--- config.mk ---
export PLATFORM = sky130hd
export DESIGN_NAME = keyword_transposition_decrypt_core_flat
export DESIGN_NICKNAME = d
export VERILOG_FILES = /design/src/rtl/ktd_pkg.sv /design/src/rtl/ktd_if.sv /design/src/rtl/keyword_transposition_decrypt_core.sv /design/src/flat_wrapper.sv
export SDC_FILE = /design/constraint.sdc
export NUM_CORES = 1
export LEC_CHECK = 0
export BUFFER_PORTS_ARGS = -buffer_cell sky130_fd_sc_hd__buf_2
export CAP_MARGIN = 20
export CORE_MARGIN = 10
export CORE_UTILIZATION = 40
export DETAILED_ROUTE_END_ITERATION = 10
export PLACE_DENSITY = 0.56
export SLEW_MARGIN = 20
export SYNTH_ARGS = -nofsm -noshare
export SYNTH_HDL_FRONTEND = slang
export SYNTH_SLANG_ARGS = --single-unit
--- constraint.sdc ---
create_clock -name clk -period 3.7 [get_ports clk]
set_input_delay 1.11 -clock clk [delete_from_list [all_inputs] [get_ports clk]]
set_output_delay 1.11 -clock clk [all_outputs]
set_load 0.02 [all_outputs]
--- src/rtl/ktd_pkg.sv ---
package ktd_pkg;

	// Default alphabet size and the ASCII codes the block works with.
	localparam int unsigned AlphabetSizeDef = 26;
	localparam logic [7:0]  CharA           = 8'd65;
	localparam logic [7:0]  CharSpace       = 8'd32;

	// Request commands.
	typedef enum logic [1:0] {
		CMD_CLEAR   = 2'd0,
		CMD_ADD     = 2'd1,
		CMD_BUILD   = 2'd2,
		CMD_DECRYPT = 2'd3
	} cmd_t;

	// Build sequencer states.
	typedef enum logic [2:0] {
		ST_IDLE,
		ST_FILL,
		ST_HEAD,
		ST_HEAD_WR,
		ST_COL_RD,
		ST_COL_WR
	} state_t;

endpackage

--- src/rtl/ktd_if.sv ---
// Request channel: one command with its symbol.
interface ktd_req_if;
	logic       valid;
	logic       ready;
	logic [1:0] command;
	logic [7:0] symbol;

	modport source (output valid, output command, output symbol, input ready);
	modport sink   (input valid, input command, input symbol, output ready);
endinterface

// Result channel: one decrypted character with its error flag.
interface ktd_res_if;
	logic       valid;
	logic       ready;
	logic [7:0] plain_char;
	logic       bad_char;

	modport source (output valid, output plain_char, output bad_char, input ready);
	modport sink   (input valid, input plain_char, input bad_char, output ready);
endinterface

--- src/rtl/keyword_transposition_decrypt_core.sv ---
// Decrypt requests: one per cycle while the sequencer is idle and the result is taken, result
// in the cycle after acceptance, read from inverse_mem. Clear, add and empty-keyword build requests give no result.
// Any other build stalls requests: one sweep of the alphabet to collect unused letters,
// then a look at each letter for heads, and a write for each key position.
// Reset (arst_n low, asynchronous) empties the keyword and marks the table as identity;
// no clearing pass is needed, since the identity flag stands in for the table until a build.
module keyword_transposition_decrypt_core #(
	parameter int unsigned ALPHABET_SIZE = ktd_pkg::AlphabetSizeDef
) (
	input  logic      clk,
	input  logic      arst_n,
	ktd_req_if.sink   req,
	ktd_res_if.source res
);
	import ktd_pkg::*;

	// Width of a letter index or key position, of a count up to the alphabet size,
	// and of a column cursor, which can run past the unused count by one stride.
	localparam int unsigned IdxW = (ALPHABET_SIZE > 2) ? $clog2(ALPHABET_SIZE) : 1;
	localparam int unsigned CntW = $clog2(ALPHABET_SIZE + 1);
	localparam int unsigned DW   = $clog2(2 * ALPHABET_SIZE);
	localparam logic [CntW-1:0] LastLetter = CntW'(ALPHABET_SIZE - 1);
	localparam logic [CntW-1:0] AlphaCnt   = CntW'(ALPHABET_SIZE);

	state_t state_q, state_d;

	// Keyword state. The position of each keyword letter in first-seen order is kept
	// in kwpos_mem, addressed by the letter, which is what the build needs to find
	// the column that hangs under a head letter.
	logic [ALPHABET_SIZE-1:0] seen_q;
	logic [CntW-1:0]          len_q;
	logic                     built_q;

	// Build sequencer registers.
	logic [CntW-1:0] letter_q;   // alphabet sweep, later the head letter
	logic [CntW-1:0] nunused_q;  // number of unused letters collected
	logic [CntW-1:0] pos_q;      // next key position to hand out
	logic [DW-1:0]   col_q;      // cursor into unused_mem for the current column

	// Memories, each with a registered read port.
	logic [IdxW-1:0] kwpos_mem   [ALPHABET_SIZE];
	logic [IdxW-1:0] unused_mem  [ALPHABET_SIZE];
	logic [IdxW-1:0] inverse_mem [ALPHABET_SIZE];
	logic [IdxW-1:0] kwpos_rd_q;
	logic [IdxW-1:0] unused_rd_q;

	// Decrypt stage: the table read issued at acceptance lands here in the next cycle.
	logic            valid_s1;
	logic [7:0]      sym_s1;
	logic            letter_s1;
	logic [IdxW-1:0] inv_rd_s1;

	// Request decoding.
	logic [7:0]      sym_off;
	logic            is_letter;
	logic [IdxW-1:0] idx;
	logic            in_ready;
	logic            in_fire;
	cmd_t            cmd;

	assign cmd       = cmd_t'(req.command);
	assign sym_off   = req.symbol - CharA;
	assign is_letter = (req.symbol >= CharA) && (sym_off < 8'(ALPHABET_SIZE));
	assign idx       = sym_off[IdxW-1:0];
	assign in_fire   = req.valid && in_ready;

	// Sequencer control for the cycle.
	logic head_seen;
	logic col_more;
	logic fill_wr;
	logic add_ok;

	assign head_seen = seen_q[letter_q[IdxW-1:0]];
	assign col_more  = col_q < DW'(nunused_q);
	assign fill_wr   = !seen_q[letter_q[IdxW-1:0]];
	assign add_ok    = is_letter && !seen_q[idx] && (len_q < AlphaCnt);

	// Next state.
	always_comb begin
		state_d = state_q;
		unique case (state_q)
			ST_IDLE: begin
				if (in_fire && cmd == CMD_BUILD && len_q != '0) begin
					state_d = ST_FILL;
				end
			end
			ST_FILL: begin
				if (letter_q == LastLetter) begin
					state_d = ST_HEAD;
				end
			end
			ST_HEAD: begin
				if (head_seen) begin
					state_d = ST_HEAD_WR;
				end else if (letter_q == LastLetter) begin
					state_d = ST_IDLE;
				end
			end
			ST_HEAD_WR: state_d = ST_COL_RD;
			ST_COL_RD: begin
				if (col_more) begin
					state_d = ST_COL_WR;
				end else if (letter_q == LastLetter) begin
					state_d = ST_IDLE;
				end else begin
					state_d = ST_HEAD;
				end
			end
			ST_COL_WR: state_d = ST_COL_RD;
			default:   state_d = ST_IDLE;
		endcase
	end

	// Outputs of the sequencer: requests are taken only when it is idle and the
	// result stage is empty or being drained in the same cycle.
	always_comb begin
		in_ready = 1'b0;
		unique case (state_q)
			ST_IDLE: in_ready = !valid_s1 || res.ready;
			default: in_ready = 1'b0;
		endcase
	end

	assign req.ready = in_ready;

	always_ff @(posedge clk or negedge arst_n) begin
		if (!arst_n) begin
			state_q <= ST_IDLE;
		end else begin
			state_q <= state_d;
		end
	end

	// Keyword, identity flag and sequencer counters.
	always_ff @(posedge clk or negedge arst_n) begin
		if (!arst_n) begin
			seen_q    <= '0;
			len_q     <= '0;
			built_q   <= 1'b0;
			letter_q  <= '0;
			nunused_q <= '0;
			pos_q     <= '0;
			col_q     <= '0;
		end else begin
			unique case (state_q)
				ST_IDLE: begin
					if (in_fire) begin
						case (cmd)
							CMD_CLEAR: begin
								seen_q <= '0;
								len_q  <= '0;
							end
							CMD_ADD: begin
								if (add_ok) begin
									seen_q[idx] <= 1'b1;
									len_q       <= len_q + 1'b1;
								end
							end
							CMD_BUILD: begin
								// An empty keyword yields the plain alphabet as key.
								if (len_q == '0) begin
									built_q <= 1'b0;
								end
								letter_q  <= '0;
								nunused_q <= '0;
							end
							default: begin
							end
						endcase
					end
				end
				ST_FILL: begin
					if (fill_wr) begin
						nunused_q <= nunused_q + 1'b1;
					end
					if (letter_q == LastLetter) begin
						letter_q <= '0;
						pos_q    <= '0;
						built_q  <= 1'b1;
					end else begin
						letter_q <= letter_q + 1'b1;
					end
				end
				ST_HEAD: begin
					if (!head_seen) begin
						letter_q <= letter_q + 1'b1;
					end
				end
				ST_HEAD_WR: begin
					pos_q <= pos_q + 1'b1;
					col_q <= DW'(kwpos_rd_q);
				end
				ST_COL_RD: begin
					if (col_more) begin
						col_q <= col_q + DW'(len_q);
					end else begin
						letter_q <= letter_q + 1'b1;
					end
				end
				ST_COL_WR: begin
					pos_q <= pos_q + 1'b1;
				end
				default: begin
				end
			endcase
		end
	end

	// Keyword position memory: written on add, read for each head letter.
	always_ff @(posedge clk) begin
		if (state_q == ST_IDLE && in_fire && cmd == CMD_ADD && add_ok) begin
			kwpos_mem[idx] <= len_q[IdxW-1:0];
		end
		if (state_q == ST_HEAD && head_seen) begin
			kwpos_rd_q <= kwpos_mem[letter_q[IdxW-1:0]];
		end
	end

	// Unused letters in alphabet order: written by the fill sweep, read down a column.
	always_ff @(posedge clk) begin
		if (state_q == ST_FILL && fill_wr) begin
			unused_mem[nunused_q[IdxW-1:0]] <= letter_q[IdxW-1:0];
		end
		if (state_q == ST_COL_RD && col_more) begin
			unused_rd_q <= unused_mem[col_q[IdxW-1:0]];
		end
	end

	// Inverse key: a head letter takes the next position, then each letter of its column.
	always_ff @(posedge clk) begin
		if (state_q == ST_HEAD_WR) begin
			inverse_mem[letter_q[IdxW-1:0]] <= pos_q[IdxW-1:0];
		end else if (state_q == ST_COL_WR) begin
			inverse_mem[unused_rd_q] <= pos_q[IdxW-1:0];
		end
		if (in_fire && cmd == CMD_DECRYPT && is_letter) begin
			inv_rd_s1 <= inverse_mem[idx];
		end
	end

	// Result stage.
	always_ff @(posedge clk or negedge arst_n) begin
		if (!arst_n) begin
			valid_s1 <= 1'b0;
		end else if (in_fire) begin
			valid_s1 <= (cmd == CMD_DECRYPT);
		end else if (res.ready) begin
			valid_s1 <= 1'b0;
		end
	end

	always_ff @(posedge clk) begin
		if (in_fire && cmd == CMD_DECRYPT) begin
			sym_s1    <= req.symbol;
			letter_s1 <= is_letter;
		end
	end

	// Before a build the table is the identity, so a letter decrypts to itself.
	assign res.valid      = valid_s1;
	assign res.plain_char = (letter_s1 && built_q) ? (CharA + 8'(inv_rd_s1)) : sym_s1;
	assign res.bad_char   = !letter_s1 && (sym_s1 != CharSpace);

endmodule
--- src/flat_wrapper.sv ---
// flat-port wrapper written by rule: the top's interface ports become plain ports
module keyword_transposition_decrypt_core_flat import ktd_pkg::*;
#(
	parameter int unsigned ALPHABET_SIZE = ktd_pkg::AlphabetSizeDef
)
  (clk, arst_n, req_valid, req_command, req_symbol, req_ready, res_valid, res_plain_char, res_bad_char, res_ready);
  ktd_req_if req_i ();
  ktd_res_if res_i ();
  input  logic clk;
  input  logic arst_n;
  input wire logic [$bits(req_i.valid)-1:0] req_valid;
  input wire logic [$bits(req_i.command)-1:0] req_command;
  input wire logic [$bits(req_i.symbol)-1:0] req_symbol;
  output wire logic [$bits(req_i.ready)-1:0] req_ready;
  output wire logic [$bits(res_i.valid)-1:0] res_valid;
  output wire logic [$bits(res_i.plain_char)-1:0] res_plain_char;
  output wire logic [$bits(res_i.bad_char)-1:0] res_bad_char;
  input wire logic [$bits(res_i.ready)-1:0] res_ready;
  assign req_i.valid = req_valid;
  assign req_i.command = req_command;
  assign req_i.symbol = req_symbol;
  assign req_ready = req_i.ready;
  assign res_valid = res_i.valid;
  assign res_plain_char = res_i.plain_char;
  assign res_bad_char = res_i.bad_char;
  assign res_i.ready = res_ready;
  keyword_transposition_decrypt_core #(.ALPHABET_SIZE(ALPHABET_SIZE)) u_core (.clk(clk), .arst_n(arst_n), .req(req_i), .res(res_i));
endmodule
[Yosys cells after proc, flatten, opt, wreduce, memory -nomap -nowiden]
Memories as Yosys holds them, arrays and structs flattened. A register that Yosys moved wholly into a read port is not among the register bits.
Index checks and enable logic that the tools add are counted.
Word-level totals
  bits in registers: 66
  bits in latches: 0
  bits in writable memories: 390
  bits in read-only memories: 0
  bits of input ports: 14
  logic and storage cells: 141
  memories kept: 3
Cells by class
  add/sub/neg operators: 7
  $mul: 0
  div/mod/pow operators: 0
  $lt $le $gt $ge: 7
  eq/ne operators: 21
  shift-type cells: 0
  mux-type cells: 50
  bitwise logic cells: 1
  reductions and logical operators: 41
Memories
  u_core.inverse_mem: depth 26, width 5, read ports 1, clocked after Yosys merged registers in 1, write ports 1, line keyword_transposition_decrypt_core.sv:43  | logic [IdxW-1:0] inverse_mem [ALPHABET_SIZE];
  u_core.kwpos_mem: depth 26, width 5, read ports 1, clocked after Yosys merged registers in 1, write ports 1, line keyword_transposition_decrypt_core.sv:41  | logic [IdxW-1:0] kwpos_mem [ALPHABET_SIZE];
  u_core.unused_mem: depth 26, width 5, read ports 1, clocked after Yosys merged registers in 1, write ports 1, line keyword_transposition_decrypt_core.sv:42  | logic [IdxW-1:0] unused_mem [ALPHABET_SIZE];
Operators with widths (count)
  $pmux W26 S2: 1
  $mux W5: 10
  $pmux W5 S2: 3
  $mux W26: 1
  $or A26 B26 Y26: 1
  $add A5 B1 Y5 const B: 4
  $mux W1: 20
  $pmux W5 S4: 1
  $logic_and A1 B1 Y1: 17
  $mux W3: 5
  $pmux W3 S5: 1
  $ne A2 B1 Y1 const B: 7
  $lt A5 B6 Y1 const B: 2
  $pmux W6 S2: 1
  $bmux W1 S5: 2
  $reduce_and A5 Y1: 2
  $reduce_bool A2 Y1: 5
  $add A7 B5 Y8 const A: 1
  $ge A8 B7 Y1 const B: 1
  $lt A8 B5 Y1 const B: 1
  $mux W8: 1
  $ne A8 B6 Y1 const B: 1
  $reduce_and A4 Y1: 2
  $sub A8 B7 Y8 const B: 1
  27 further kinds: 36

[Longest topological paths before layout]
  depth in word-level cells: 9
  gate-level depth with buffers: 15
  mapped depth without buffers: 9

[Worst setup path before layout]
OpenSTA, ideal clock, no wires.
  path type: input port to flip-flop
  from: in req_symbol[0]
  to: mem u_core.kwpos_mem[3][0] (netlist name), enable pin
  library setup time: 0.374 ns
  arrival: 4.319 ns
  data required time: 3.326 ns
  setup slack: -0.993 ns
  stages: 12
  cells stage by stage: buf_4 > buf_4 > buf_2 > inv_1 > ha_1 > clkbuf_1 > mux4_2 > mux2_2 > a211oi_1 > a221o_2 > nand3_1 > nor3_1
Between the ends
  cells in the longest elaborated chain, start to end: 9
Ends and longest elaborated chain
  start: declaration: line flat_wrapper.sv:13  | input wire logic [$bits(req_i.symbol)-1:0] req_symbol;
  $sub A8 B7 Y8: line keyword_transposition_decrypt_core.sv:62  | assign sym_off = req.symbol - CharA;
  $bmux W1 S5: line keyword_transposition_decrypt_core.sv:76  | assign add_ok = is_letter && !seen_q[idx] && (len_q < AlphaCnt);
  $mux W1 (implied by the code): line keyword_transposition_decrypt_core.sv:76
  $logic_not A1 Y1: line keyword_transposition_decrypt_core.sv:76
  $logic_and A1 B1 Y1 (2 in a row): line keyword_transposition_decrypt_core.sv:76
  $logic_and A1 B1 Y1: line keyword_transposition_decrypt_core.sv:211  | if (state_q == ST_IDLE && in_fire && cmd == CMD_ADD && add_ok) begin
  $mux W1: line keyword_transposition_decrypt_core.sv:211
  $mux W1 (implied by the code): line keyword_transposition_decrypt_core.sv:212  | kwpos_mem[idx] <= len_q[IdxW-1:0];
  end: declaration: line keyword_transposition_decrypt_core.sv:41
Several ways; a longest one is shown, not always the timed one. The select of a mux whose other input is x is not followed.

[Worst setup path after layout]
  from: reg u_core.letter_q[0]
  to: mem u_core.unused_mem[20][2] (netlist name), enable pin
Between the ends
  cells in the longest elaborated chain, start to end: 6
Ends and longest elaborated chain
  start: declaration: line keyword_transposition_decrypt_core.sv:35  | logic [CntW-1:0] letter_q;
  start signal: assignment: line keyword_transposition_decrypt_core.sv:181  | letter_q <= letter_q + 1'b1;
  start signal: assignment: line keyword_transposition_decrypt_core.sv:186  | letter_q <= letter_q + 1'b1;
  start signal: assignment: line keyword_transposition_decrypt_core.sv:197  | letter_q <= letter_q + 1'b1;
  $bmux W1 S5: line keyword_transposition_decrypt_core.sv:75  | assign fill_wr = !seen_q[letter_q[IdxW-1:0]];
  $mux W1 (implied by the code): line keyword_transposition_decrypt_core.sv:75
  $logic_not A1 Y1: line keyword_transposition_decrypt_core.sv:75
  $logic_and A1 B1 Y1: line keyword_transposition_decrypt_core.sv:221  | if (state_q == ST_FILL && fill_wr) begin
  $mux W1: line keyword_transposition_decrypt_core.sv:221
  $mux W1 (implied by the code): line keyword_transposition_decrypt_core.sv:222  | unused_mem[nunused_q[IdxW-1:0]] <= letter_q[IdxW-1:0];
  end: declaration: line keyword_transposition_decrypt_core.sv:42
No other way between the ends. The select of a mux whose other input is x is not followed.

==> out/metrics.cfg <==
[worst_setup_path]
crit_required_ns=3.92
crit_arrival_ns=3.51
cp_slowest_cell=dfrtp_4
crit_family=simple AND/OR/NAND/NOR gates
worstPathMaxFanout=14
path_class=flip-flop to flip-flop
cp.buffers_inverters=0
start_kind=flip-flop
crit_path_max_incr_delay_ns=0.59
crit_chain=mux2_1 > or3_1 > a41o_1 > a21oi_2 > nand2_1 > nor2_1
end_kind=flip-flop

[detailed_routing]
ant_nets=0
drc=0
via_per_inst=5.54
wl_per_cell_um=23.4
drt-pass1-iter-count=5
drt_iter0_drc=1108
vias=11000
drt_wl_total_um=46400

[clock_tree]
postCtsResizedCells=0
ctsHoldBuffers=0
numCtsBuffers=49
clkTransAtPathRegs_ns=0.06
cts_tree=built
cts_setup_buffers=0
clk-insertion-delay-late_ns=0.59
root_buffer=clkbuf_16
cts_sinks=471
clockBufferDepth=3
cts_htree_levels=2

[global_routing]
grt_start_max_net_pins=69
grt_pass1_wl_um=71400
grt_antenna_before_repair=0
grt_pass1_vias=11300
track_usage_pct=15.5
gr-total-overflow=0

[synth]
async_reset_ff_share_pct=12.1
synth_area_um2=20300
synth_edf_count=414
synth_area_leaders=edfxtp_1 61%, mux4_2 11%, dfrtp_1 7.0%
ys_types=74
syn_nets=1243
synth_area_leader_cell=edfxtp_1
ys_ff_latch=471
avgSynthCellArea_um2=16.8
synthCells=1205
yosysWarnings=0
synth_top_area_share_pct=61.3
ys.flop_type=edfxtp_1
ys_seq_area_share_pct=68.3

[pwr]
p_leak_nw=7.77
power_density_nw_per_um2=466
ir_drop_mv=0.365

[cells_and_area]
fill_cells=4332
seq_area_um2=13900
drive_above_1_share_pct=24.0
antenna_cells=0
final_cell_mix=414 x edfxtp_1, 103 x mux4_2, 79 x nand2_1
final_util_pct=46.1
final_common_cell=edfxtp_1
multiInputGateArea_um2=6200
area_delta_synth_final_pct=14.1
layout.nets=1309

[floorplanning]
die_w_um=245
row_count=82
die_h_um=245
die_area_um2=60100
initial_utilization_pct=40.4
core_um2=50200
pin_count=25

[timing]
finalSetupViolCount=0
finalHoldViolations=0
final.period_utilization_pct=89.1
slew_headroom_pct=30.2
clock.fmax_mhz=303
final.min_clock_period_ns=3.30
rsz0062_at_grt=false
hold_slack_ns=0.521
maxSlewViolCount=0
skew_ns=0.0196
worstMarginPinSlew_ns=1.05

[run_status]
status=completed

[hold_path]
min_path_type=flip-flop to flip-flop

[placed_design]
dp_hpwl_um=30000
port_buffers=24
routabilityCongestion=0.805

[job]
drv_cap=0

[cells in the mapped netlist, drive strengths merged (6+ instances only)]
master    n
and2     10
dfrtp    57
nor3     12
nand2    79
nand4    10
xor2      9
inv      24
mux4    103
o211ai   14
buf      32
o221ai   11
mux2     20
clkbuf   34
xnor2     6
mux2i    54
nand2b   11
nand3    32
nor2     91
edfxtp  414
a21oi    16
ha       23
and3     14
a32o     23
a211oi    7
o21ai    14
nor2b    15
a22o      7
[state kept, by name, summed over array words and instances, names as in the netlist, 3 cells and up]
register	count
u_core.inverse_mem	130
u_core.inv_rd_s1	5
u_core.nunused_q	5
u_core.kwpos_rd_q	5
u_core.sym_s1	8
u_core.unused_mem	130
u_core.col_q	6
u_core.kwpos_mem	130
u_core.len_q	5
u_core.unused_rd_q	5
u_core.seen_q	26
u_core.state_q	3
u_core.letter_q	5
u_core.pos_q	5
[metrics by stage]
stage	cell area [µm²]	worst slack [ns]	setup TNS [ns]	power [mW]	instances
after floorplan	20500	-0.0951	-5.39	5.98	1205
after global placement	21600	0.0517	0	6.09	1892
after detailed placement	21600	0.0223	0	6.09	1892
after CTS	23100	0.404	0	10.9	1982
after global routing	23100	0.187	0	11.1	1982
final	23100	0.403	0	10.8	1982
[cells by family (layout without fill, tap and decap cells)]
logic type | Yosys count | count (layout) | share of synthesized area, %
compound gates | 131 | 131 | 5.24
simple gates | 297 | 297 | 7.03
fa+ha+maj | 24 | 24 | 1.52
mux | 177 | 177 | 15.2
buf+inv | 90 | 195 | 1.96
flops | 471 | 471 | 68.3
xor+xnor | 15 | 15 | 0.685
[final timing paths]
check / start / end / slack (ns) / cells past startpoint
max in group asynchronous: arst_n / u_core.seen_q[20] / 2.19 / 2
max reg2reg: u_core.letter_q[0] / u_core.unused_mem[20][2] / 0.40 / 6
min reg2reg: u_core.seen_q[9] / u_core.seen_q[9] / 0.52 / 1
min in group asynchronous: arst_n / u_core.res.valid / 0.63 / 1
min: u_core.seen_q[9] / u_core.seen_q[9] / 0.52 / 1
max: u_core.letter_q[0] / u_core.unused_mem[20][2] / 0.40 / 6
[layer usage]
metal / global-route usage, % / up-vias / wire (µm)
met5: 0 / - / 0
met4: 4.49 / 0 / 890
met3: 2.76 / 68 / 2550
met2: 24.4 / 273 / 22100
met1: 21.6 / 5708 / 20900
li1: - / 4933 / -
[cell type report]
class                           instances  share of cell area (%)
Sequential cell                       471                    59.9
Inverter                               24                   0.400
Tap cell                              672                    3.63
Clock inverter                         22                   0.930
Timing Repair Buffer                   81                    2.59
Multi-Input combinational cell        644                    26.8
Clock buffer                           68                    5.74
[power by group]
part	switching, mW	leakage, nW	internal, mW	total, mW
logic	0.176	2.45	0.0992	0.275
registers	0	4.57	5.71	5.71
clock network	2.02	0.753	2.78	4.80
Power figures use the tool's default switching activity.
